**src/rtl/skte_pkg.sv**
```systemverilog
// skte_pkg: shared types and codes of the sorted key table engine
`timescale 1ns / 1ps

package skte_pkg;

   localparam int KEY_WIDTH = 32;
   localparam int CMD_W     = 3;
   localparam int CNT_OUT_W = 11;
   localparam int REL_W     = 2;
   localparam int CSR_IDX_W = 1;

   typedef enum logic [CMD_W-1:0] {
      CMD_APPEND = 3'd0,
      CMD_DEDUP  = 3'd1,
      CMD_CHECK  = 3'd2,
      CMD_SEARCH = 3'd3,
      CMD_CLEAR  = 3'd4
   } cmd_type;

   typedef enum logic [CSR_IDX_W-1:0] {
      CSR_SORT_REL_MIN = 1'b0,
      CSR_SORT_REL_MAX = 1'b1
   } csr_idx_type;

   typedef logic signed [REL_W-1:0] rel_type;

   localparam rel_type REL_LT = 2'sb11;
   localparam rel_type REL_EQ = 2'sb00;
   localparam rel_type REL_GT = 2'sb01;

   typedef struct packed {
      logic [CMD_W-1:0]     command;
      logic [KEY_WIDTH-1:0] key;
   } req_type;

   typedef struct packed {
      logic                 found;
      logic [CNT_OUT_W-1:0] position;
      logic [CNT_OUT_W-1:0] entries;
      logic                 in_order;
      logic                 overflow;
   } rsp_type;

   typedef enum logic [2:0] {
      S_IDLE,
      S_SRCH_RD,
      S_SRCH_CMP,
      S_SCAN,
      S_RESP
   } state_type;

endpackage

```
**src/rtl/skte_seq.sv**
```systemverilog
// skte_seq: command sequencer, entry count, bisection and table walk around the key ram
`timescale 1ns / 1ps

module skte_seq
   import skte_pkg::*;
#(
   parameter int DEPTH = 1024
) (
   input  logic                     clock,
   input  logic                     reset,
   input  logic                     req_valid,
   output logic                     req_stall,
   input  req_type                  req_payload,
   output logic                     rsp_valid,
   input  logic                     rsp_stall,
   output rsp_type                  rsp_payload,
   input  logic                     csr_write_en,
   input  logic [CSR_IDX_W-1:0]     csr_index,
   input  logic [REL_W-1:0]         csr_wdata,
   output logic                     mem_we,
   output logic [$clog2(DEPTH)-1:0] mem_waddr,
   output logic [KEY_WIDTH-1:0]     mem_wdata,
   output logic [$clog2(DEPTH)-1:0] mem_raddr,
   input  logic [KEY_WIDTH-1:0]     mem_rdata
);

   localparam int ADDR_W = $clog2(DEPTH);
   localparam int CNT_W  = $clog2(DEPTH + 1);
   localparam logic [CNT_W-1:0] DEPTH_C = CNT_W'(DEPTH);
   localparam logic [CNT_W-1:0] ONE_C   = CNT_W'(1);

   state_type            state_ff, state_in;
   logic [CNT_W-1:0]     cnt_ff, cnt_in;
   logic [KEY_WIDTH-1:0] key_ff, key_in;
   logic                 dedup_ff, dedup_in;
   logic [CNT_W-1:0]     start_ff, start_in;
   logic [CNT_W-1:0]     end_ff, end_in;
   logic [ADDR_W-1:0]    mid_ff, mid_in;
   logic [CNT_W-1:0]     ri_ff, ri_in;
   logic                 dv_ff, dv_in;
   logic [CNT_W-1:0]     di_ff, di_in;
   logic [CNT_W-1:0]     w_ff, w_in;
   logic [KEY_WIDTH-1:0] last_ff, last_in;
   logic                 ok_ff, ok_in;
   rsp_type              res_ff, res_in;
   logic                 rsp_valid_ff, rsp_valid_in;
   rsp_type              rsp_ff, rsp_in;
   rel_type              rel_min_ff, rel_min_in;
   rel_type              rel_max_ff, rel_max_in;

   logic [CNT_W:0]       mid_sum;
   logic [CNT_W-1:0]     w_inc;
   rel_type              rel_lo, rel_hi, rel;

   // effective range: any negative minimum means -1, a positive maximum means +1
   assign rel_lo = rel_min_ff[REL_W-1] ? REL_LT : rel_min_ff;
   assign rel_hi = (rel_max_ff == REL_GT) ? REL_GT : rel_max_ff;
   assign rel    = (last_ff < mem_rdata) ? REL_LT :
                   (last_ff > mem_rdata) ? REL_GT : REL_EQ;
   assign mid_sum = {1'b0, start_ff} + {1'b0, end_ff};
   assign w_inc   = w_ff + ONE_C;

   always_comb begin
      state_in     = state_ff;
      cnt_in       = cnt_ff;
      key_in       = key_ff;
      dedup_in     = dedup_ff;
      start_in     = start_ff;
      end_in       = end_ff;
      mid_in       = mid_ff;
      ri_in        = ri_ff;
      dv_in        = dv_ff;
      di_in        = di_ff;
      w_in         = w_ff;
      last_in      = last_ff;
      ok_in        = ok_ff;
      res_in       = res_ff;
      rsp_valid_in = rsp_valid_ff && rsp_stall;
      rsp_in       = rsp_ff;
      rel_min_in   = rel_min_ff;
      rel_max_in   = rel_max_ff;
      mem_we       = 1'b0;
      mem_waddr    = cnt_ff[ADDR_W-1:0];
      mem_wdata    = key_ff;
      mem_raddr    = '0;

      if (csr_write_en) begin
         unique case (csr_index)
            CSR_SORT_REL_MIN: rel_min_in = rel_type'(csr_wdata);
            CSR_SORT_REL_MAX: rel_max_in = rel_type'(csr_wdata);
            default: ;
         endcase
      end

      unique case (state_ff)
         S_IDLE: begin
            if (req_valid) begin
               key_in   = req_payload.key;
               res_in   = '0;
               ri_in    = '0;
               dv_in    = 1'b0;
               w_in     = '0;
               ok_in    = 1'b1;
               start_in = '0;
               end_in   = cnt_ff;
               state_in = S_RESP;
               unique case (req_payload.command)
                  CMD_APPEND: begin
                     if (cnt_ff < DEPTH_C) begin
                        mem_we    = 1'b1;
                        mem_waddr = cnt_ff[ADDR_W-1:0];
                        mem_wdata = req_payload.key;
                        cnt_in    = cnt_ff + ONE_C;
                     end else begin
                        res_in.overflow = 1'b1;
                     end
                  end
                  CMD_DEDUP: begin
                     dedup_in = 1'b1;
                     if (cnt_ff > ONE_C) begin
                        state_in = S_SCAN;
                     end
                  end
                  CMD_CHECK: begin
                     dedup_in = 1'b0;
                     if (cnt_ff > ONE_C) begin
                        state_in = S_SCAN;
                     end else begin
                        res_in.in_order = 1'b1;
                     end
                  end
                  CMD_SEARCH: state_in = S_SRCH_RD;
                  CMD_CLEAR:  cnt_in   = '0;
                  default: ;
               endcase
            end
         end

         S_SRCH_RD: begin
            if (start_ff < end_ff) begin
               mid_in    = mid_sum[ADDR_W:1];
               mem_raddr = mid_sum[ADDR_W:1];
               state_in  = S_SRCH_CMP;
            end else begin
               res_in.position = CNT_OUT_W'(start_ff);
               state_in        = S_RESP;
            end
         end

         S_SRCH_CMP: begin
            if (key_ff == mem_rdata) begin
               res_in.found    = 1'b1;
               res_in.position = CNT_OUT_W'(mid_ff);
               state_in        = S_RESP;
            end else begin
               if (key_ff > mem_rdata) begin
                  start_in = CNT_W'(mid_ff) + ONE_C;
               end else begin
                  end_in = CNT_W'(mid_ff);
               end
               state_in = S_SRCH_RD;
            end
         end

         S_SCAN: begin
            // reads run ahead of the compare: each entry is compared in the cycle after its read
            dv_in = 1'b0;
            if (ri_ff < cnt_ff) begin
               mem_raddr = ri_ff[ADDR_W-1:0];
               ri_in     = ri_ff + ONE_C;
               dv_in     = 1'b1;
               di_in     = ri_ff;
            end
            if (dv_ff) begin
               last_in = mem_rdata;
               if (di_ff != '0) begin
                  if (dedup_ff) begin
                     // compaction writes land at or behind the entry just read
                     if (mem_rdata != last_ff) begin
                        w_in      = w_inc;
                        mem_we    = 1'b1;
                        mem_waddr = w_inc[ADDR_W-1:0];
                        mem_wdata = mem_rdata;
                     end
                  end else if ((rel < rel_lo) || (rel > rel_hi)) begin
                     ok_in = 1'b0;
                  end
                  if (di_ff == cnt_ff - ONE_C) begin
                     if (dedup_ff) begin
                        cnt_in = w_in + ONE_C;
                     end else begin
                        res_in.in_order = ok_in;
                     end
                     dv_in    = 1'b0;
                     state_in = S_RESP;
                  end
               end
            end
         end

         S_RESP: begin
            if (!rsp_valid_ff || !rsp_stall) begin
               rsp_valid_in   = 1'b1;
               rsp_in         = res_ff;
               rsp_in.entries = CNT_OUT_W'(cnt_ff);
               state_in       = S_IDLE;
            end
         end

         default: state_in = S_IDLE;
      endcase
   end

   always_ff @(posedge clock) begin
      if (reset) begin
         state_ff     <= S_IDLE;
         cnt_ff       <= '0;
         rsp_valid_ff <= 1'b0;
         dv_ff        <= 1'b0;
         rel_min_ff   <= REL_LT;
         rel_max_ff   <= REL_EQ;
      end else begin
         state_ff     <= state_in;
         cnt_ff       <= cnt_in;
         rsp_valid_ff <= rsp_valid_in;
         dv_ff        <= dv_in;
         rel_min_ff   <= rel_min_in;
         rel_max_ff   <= rel_max_in;
      end
   end

   always_ff @(posedge clock) begin
      key_ff   <= key_in;
      dedup_ff <= dedup_in;
      start_ff <= start_in;
      end_ff   <= end_in;
      mid_ff   <= mid_in;
      ri_ff    <= ri_in;
      di_ff    <= di_in;
      w_ff     <= w_in;
      last_ff  <= last_in;
      ok_ff    <= ok_in;
      res_ff   <= res_in;
      rsp_ff   <= rsp_in;
   end

   assign req_stall   = (state_ff != S_IDLE);
   assign rsp_valid   = rsp_valid_ff;
   assign rsp_payload = rsp_ff;

`ifndef SYNTHESIS
   a_cnt_bound: assert property (@(posedge clock) disable iff (reset)
      cnt_ff <= DEPTH_C)
      else $error("entry count beyond table depth");

   a_append_inc: assert property (@(posedge clock) disable iff (reset)
      (state_ff == S_IDLE && req_valid && req_payload.command == CMD_APPEND
       && cnt_ff < DEPTH_C) |=> (cnt_ff == $past(cnt_ff) + ONE_C))
      else $error("append did not grow the table by one");

   a_bisect_window: assert property (@(posedge clock) disable iff (reset)
      state_ff == S_SRCH_CMP |-> (start_ff < end_ff && CNT_W'(mid_ff) < end_ff))
      else $error("bisection midpoint outside its window");

   a_compact_behind: assert property (@(posedge clock) disable iff (reset)
      (state_ff == S_SCAN && mem_we) |-> (CNT_W'(mem_waddr) <= di_ff))
      else $error("dedup write ahead of the walk");
`endif

endmodule

```
**config.mk**
```make
export PLATFORM = sky130hd
export DESIGN_NAME = skte_seq
export DESIGN_NICKNAME = d
export VERILOG_FILES = /design/src/rtl/skte_pkg.sv /design/src/rtl/skte_seq.sv
export SDC_FILE = /design/constraint.sdc
export NUM_CORES = 1
export LEC_CHECK = 0
export BUFFER_PORTS_ARGS = -buffer_cell sky130_fd_sc_hd__buf_4
export CAP_MARGIN = 25
export CORE_MARGIN = 4
export CORE_UTILIZATION = 30
export DETAILED_ROUTE_END_ITERATION = 7
export PLACE_DENSITY = 0.49
export SLEW_MARGIN = 20
export SYNTH_ARGS = -nofsm -noshare
export SYNTH_HDL_FRONTEND = slang
export SYNTH_SLANG_ARGS = --single-unit
```
**constraint.sdc**
```tcl
create_clock -name clock -period 5.2 [get_ports clock]
set_clock_uncertainty 0.1 [all_clocks]
set_input_delay 1.04 -clock clock [delete_from_list [all_inputs] [get_ports clock]]
set_output_delay 1.04 -clock clock [all_outputs]
set_load 0.01 [all_outputs]
```
==> impl_metrics.toml, run 1 <==
[pwr]
p_leak_nw = 5.572
power_density_mw_per_mm2 = 296.0
vdd_drop_max_mv = 0.2485

[clock_tree]
cts_made_buffers = 17
cts_tree = "built"
root_buffer = "clkbuf_16"
post_cts_buffers = 0
htreeDepth = 4
cts.sinks = 190
cts-hold-fix-buffers = 0
clk_path_buf_depth = 2
path_clk_slew_ns = 0.07
ctsResizeCount = 0
clk-insertion-delay-late_ns = 0.47

[synth]
synthCells = 1109
ys_seq_elements = 190
syn_area_per_cell_sq_um = 10.30
yosysWarningCount = 0
netlist_top_cells_area = "edfxtp_1 (45%), ha_1 (11%), nand2_1 (5.0%)"
syn-cell-area_sq_mm = 0.01143
synth-edff-count = 170
synthDistinctLibCells = 77
synthFlopType = "edfxtp_1"
yosys.area.top_type = "edfxtp_1"
async_flop_share = 0
ys_seq_area_frac = 0.4818
synth_top_area_share = 0.4468
synth.net_count = 1289

[floorplan]
die_w_um = 203.2
core-area_sq_mm = 0.03758
rows = 71
die_h_um = 203.2
die_area_sq_mm = 0.04127
io_pins = 155
initial_core_util = 0.3041

[sta]
setup_viol = 0
post-route-min-period_ns = 4.802
max_freq_ghz = 0.2083
finalMaxSlewViolations = 0
worst_pin_slew_ns = 0.8191
whs_ns = 0.3170
finalSetupTns_ns = 0
period_share = 0.9234
slew_headroom = 0.4540
hold_viol = 0
rsz0062_at_grt = "false"

[routing]
via_per_inst = 5.031
wl_per_cell_um = 18.45
drtIter0Drc = 632
drc_errors = 0
ant_nets = 0
wl_um = 32810
drtPass1Iterations = 5
vias = 8945

[placed_design]
finalWeightedCongestion = 0.8844
dp.final_hpwl_um = 25330
dp_cells = 1745
port_buffers = 154

[grt]
grt_pass1_wl_um = 51380
grt_pass1_vias = 8850
grt_max_degree = 34
track_usage = 0.1588
gr-total-overflow = 0
antenna_found_initial = 1

[worst_setup_path]
worstSetupEndpointType = "output port"
cp-start-kind = "primary input"
critPathMaxFanout = 27
worstSetupPathType = "primary input to output port"
r2r_setup_slack_ns = 1.22
crit_path_cell_trace = "buf_4, inv_1, ha_1, nand4_1, or4_1, o21ai_1, nor2_4, buf_4, o21ai_0, buf_4"
required_ns = 4.06
cp_slowest_cell = "or4_1"
crit_arrival_ns = 3.66
cpPeakStageDelay_ns = 0.63
cp_common_cell = "buf_4"

[cells_and_area]
antenna_cells = 0
drive_gt1_frac = 0.1721
finalNonFillerCells = 1778
area_growth_syn_to_layout_pct = 20.26
nets = 1434
n_fill_cell = 3737
fin_util = 0.3657

[outcome]
status = "finished, final reports clean"

[min_path]
hold_class = "register to register"

[flow_run]
cap_viol_max_count = 0
## metal layers
layer  global-route usage  part of all wire
met4              0.05589             0.026
met1               0.2254              0.49
met3              0.02592             0.040
met5                    0           0.00034
met2               0.2469              0.45
## through the flow
| stage | worst slack (ns) | area, sq um | total power [mW] |
|---|---|---|---|
| floorplan | 0.7438 | 11430 | 2.446 |
| global placement | 0.4108 | 13160 | 2.800 |
| detailed placement | 0.4192 | 13160 | 2.808 |
| CTS | 0.3909 | 13710 | 4.110 |
| global route | 0.2700 | 13740 | 4.278 |
| finish | 0.3982 | 13740 | 4.068 |
## kinds of logic (layout without fill, tap and decap cells)
kind of cell,after synthesis,count (layout),synth area share
multiplexers,3,3,0.002628
AO/OA/AOI/OAI,240,240,0.1427
flip-flops,190,190,0.4818
AND/OR/NAND/NOR,389,389,0.1657
XOR/XNOR,60,60,0.04599
adder cells (fa/ha/maj),106,106,0.1178
buffers and inverters,121,279,0.04336
## final timing paths
kind,startpoint,to,cells after the start
setup / recovery,mem_rdata[26],mem_waddr[9],10
hold / removal,res_ff[22],rsp_payload[22],0
setup reg to reg,cnt_ff[0],cnt_ff[2],12
hold reg to reg,res_ff[22],rsp_payload[22],0
## sequential cells by signal (all words and copies together) (netlist names)
register / cells
rel_min_ff: 2
rel_max_ff: 2
w_ff: 11
dv_ff: 1
di_ff: 11
rsp_payload: 25
last_ff: 32
cnt_ff: 11
rsp_valid: 1
key_ff: 32
mid_ff: 10
dedup_ff: 1
end_ff: 11
state_ff: 3
ri_ff: 11
res_ff: 14
ok_ff: 1
start_ff: 11
## report_power, final
group | internal, mW | switching [mW] | total [mW]
registers | 1.84 | 0.0958 | 1.93
logic | 0.356 | 0.491 | 0.847
clock network | 0.629 | 0.659 | 1.29
## cell type report
type	count	area (sq um)	area share
repair buffers	169	1301	0.09470
well taps	511	639.4	0.04653
flip-flops and latches	190	5505	0.4007
clock buffers	17	425.4	0.03096
inverters	78	292.8	0.02131
multi-input cells	798	5446	0.3964
clock inverters	15	130.1	0.009470
## critical path: cells and delay by family
family / cells / cell delay [ns]
and+or+nand+nor: 3 / 1.04
AOI/OAI and AO/OA: 2 / 0.65
buffers and inverters: 4 / 0.63
adders and majority gates: 1 / 0.29
## synth_stat cells, drive strengths merged (3+ instances only)
library cell and number:
edfxtp 170, nand2 153, ha 102, inv 77
nor2 73, o21ai 50, a21oi 49, xnor2 40
nand3 38, a22oi 37, clkbuf 30, nor3 22
dfxtp 20, nand4 20, xor2 20, a21o 18
nand2b 14, buf 13, and2 12, and3 12
a22o 10, a31oi 10, nor4 9, o21a 9
and4 8, a211oi 7, nor2b 7, or3 5
a2bb2oi 4, nand3b 4, o211ai 4, o21bai 4
o31ai 4, o32ai 4, a2111oi 3, a32oi 3
fa 3, mux2i 3, nor3b 3, or3b 3
or4 3
## placed cells by master (no fill, tap or decap), drive strengths merged, types with 8 or more instances in the layout
cell    instances
nand3          38
nor2           73
a21o           18
nand4          20
o21ai          50
nand2         153
buf           169
and3           12
clkbuf         17
o21a            9
inv            83
a22oi          37
and4            8
xor2           20
a22o           10
nor4            9
a31oi          10
nand2b         14
and2           12
ha            102
xnor2          40
nor3           22
dfxtp          20
a21oi          49
edfxtp        170
Power figures use the tool's default switching activity.
==> run 2: changes to the inputs <==
--- a/config.mk
+++ b/config.mk
@@ -5,6 +5,7 @@
 export SDC_FILE = /design/constraint.sdc
 export NUM_CORES = 1
 export LEC_CHECK = 0
+export ABC_AREA = 1
 export BUFFER_PORTS_ARGS = -buffer_cell sky130_fd_sc_hd__buf_4
 export CAP_MARGIN = 25
 export CORE_MARGIN = 4
==> impl_metrics.toml, run 2 <==
[placed_design]
dp_cells = 2021
pre_cts_ws_ns = 0.7800
dp.final_hpwl_um = 28760
port_buffers = 154
placed_area_sq_mm = 0.01381
finalWeightedCongestion = 0.8742

[synth]
synth_top_family_by_area = "simple AND/OR/NAND/NOR gates"
synth_common_cells = "nand2_1 (234), edfxtp_1 (170), inv_1 (153)"
async_flop_share = 0
synth_top_area_share = 0.4257
synth_xor_area_frac = 0.02316
synth.most_common_cell = "nand2_1"
netlist_top_cells_area = "edfxtp_1 (43%), ha_1 (11%), nand2_1 (7.3%)"
muxShareOfSynthArea = 0
ys_seq_elements = 190
synthDistinctLibCells = 50
yosys.area_share.simple = 0.2263
syn_area_per_cell_sq_um = 8.716
synth_fa_ha_area_frac = 0.1114
ys_seq_area_frac = 0.4591
yosys.area.top_type = "edfxtp_1"
synthFlopType = "edfxtp_1"
synth_compound_area_frac = 0.1107
yosysWarningCount = 0
synth-edff-count = 170
synthCells = 1376
syn-cell-area_sq_mm = 0.01199
synth.net_count = 1556

[routing]
wl_per_cell_um = 18.35
wl_um = 37680
via_per_inst = 4.962
drc_errors = 0
ant_nets = 0
drtPass1Iterations = 5
vias = 10190
drtIter0Drc = 778

[sta]
max_freq_ghz = 0.2238
finalSetupTns_ns = 0
hold_viol = 0
setup_ws_ns = 0.7323
rsz0062_at_grt = "false"
finalMaxSlewViolations = 0
post-route-min-period_ns = 4.468
slew_headroom = 0.4845
period_share = 0.8592
setup_viol = 0
worst_pin_slew_ns = 0.7722

[clock_tree]
cts.sinks = 190
cts-hold-fix-buffers = 0
ctsResizeCount = 0
cts_tree = "built"
clk-insertion-delay-late_ns = 0.45
cts_made_buffers = 17
post_cts_buffers = 0
root_buffer = "clkbuf_16"
clk_path_buf_depth = 2
htreeDepth = 4
path_clk_slew_ns = 0.07

[worst_setup_path]
critPathMaxFanout = 63
worstSetupPathType = "primary input to output port"
cp-start-kind = "primary input"
crit_arrival_ns = 3.33
worstSetupEndpointType = "output port"
required_ns = 4.06

[floorplan]
die_w_um = 207.9
initial_core_util = 0.3067
io_pins = 155
die_area_sq_mm = 0.04324
rows = 72
core-area_sq_mm = 0.03910
die_h_um = 207.9

[cells_and_area]
final_area_sq_mm = 0.01444
drive_gt1_frac = 0.1661
finalNonFillerCells = 2053
layout_common_cells = "nand2_1 (234), edfxtp_1 (170), buf_4 (170)"
final_common_cell = "nand2_1"
area_growth_syn_to_layout_pct = 20.43
nets = 1702
antenna_cells = 0

[min_path]
hold_class = "register to register"

[grt]
grt_pass1_vias = 9946
track_usage = 0.1722
grt_max_degree = 64
antenna_found_initial = 0
gr-total-overflow = 0
grt_pass1_wl_um = 58630

[pwr]
p_leak_nw = 6.188
power_density_mw_per_mm2 = 509.8
vdd_drop_max_mv = 0.2134

[outcome]
status = "finished, final reports clean"

[flow_run]
cap_viol_max_count = 0
[run 2: kinds of logic after synthesis]
logic type | Yosys count
simple gates | 591
compound gates | 250
buf+inv | 210
flops | 190
fa+ha+maj | 105
xor+xnor | 30
[run 2: where the power goes]
part / switching, mW / total [mW] / internal, mW / leakage (nW)
combinational: 2.12 / 3.30 / 1.18 / 4.10
clock: 0.645 / 1.43 / 0.789 / 0.305
sequential: 0.336 / 2.63 / 2.29 / 1.78
total: 3.10 / 7.36 / 4.26 / 6.19
[run 2: final timing paths]
path / from / end / cells past startpoint / slack [ns]
max reg2reg: cnt_ff[2] / ri_ff[9] / 7 / 2.05
min: res_ff[18] / rsp_payload[18] / 0 / 0.32
max: mem_rdata[15] / mem_wdata[3] / 15 / 0.73
min reg2reg: res_ff[18] / rsp_payload[18] / 0 / 0.32
[run 2: cell type report]
class	count	area, sq um
Fill cell	4044	24650
Multi-Input combinational cell	976	5698
Sequential cell	190	5505
Timing Repair Buffer	173	1336
Tap cell	518	648.1
Inverter	164	619.3
Clock buffer	18	439.2
Clock inverter	14	196.4
[run 2: stage by stage]
stage               power [mW]  utilization  hold WS [ns]
global placement         5.966       0.3526        0.3012
global route             7.951       0.3694        0.3369
floorplan                4.707            -        0.3003
finish                   7.363       0.3694        0.3216
CTS                      7.439       0.3694        0.3232
detailed placement       5.981       0.3531        0.3045
[run 2: layer usage]
metal | share of wire | up-vias | global-route usage | wire length, um
li1 | - | 5070 | - | -
met1 | 0.49 | 4810 | 0.2496 | 18490
met2 | 0.44 | 274 | 0.2664 | 16760
met3 | 0.050 | 34 | 0.03344 | 1883
met4 | 0.015 | 0 | 0.04122 | 550
met5 | 0 | - | 0 | 0
[run 2: critical path: stages]
cell	delay, ns
buf_4	0.09
inv_1	0.06
ha_1	0.30
nand2_1	0.07
nor2_1	0.14
nand2_1	0.14
nor2_1	0.22
nand2_1	0.14
nand2_2	0.26
nor3_4	0.07
buf_12	0.20
a21oi_1	0.24
o21ai_0	0.13
nand3_1	0.09
buf_4	0.12
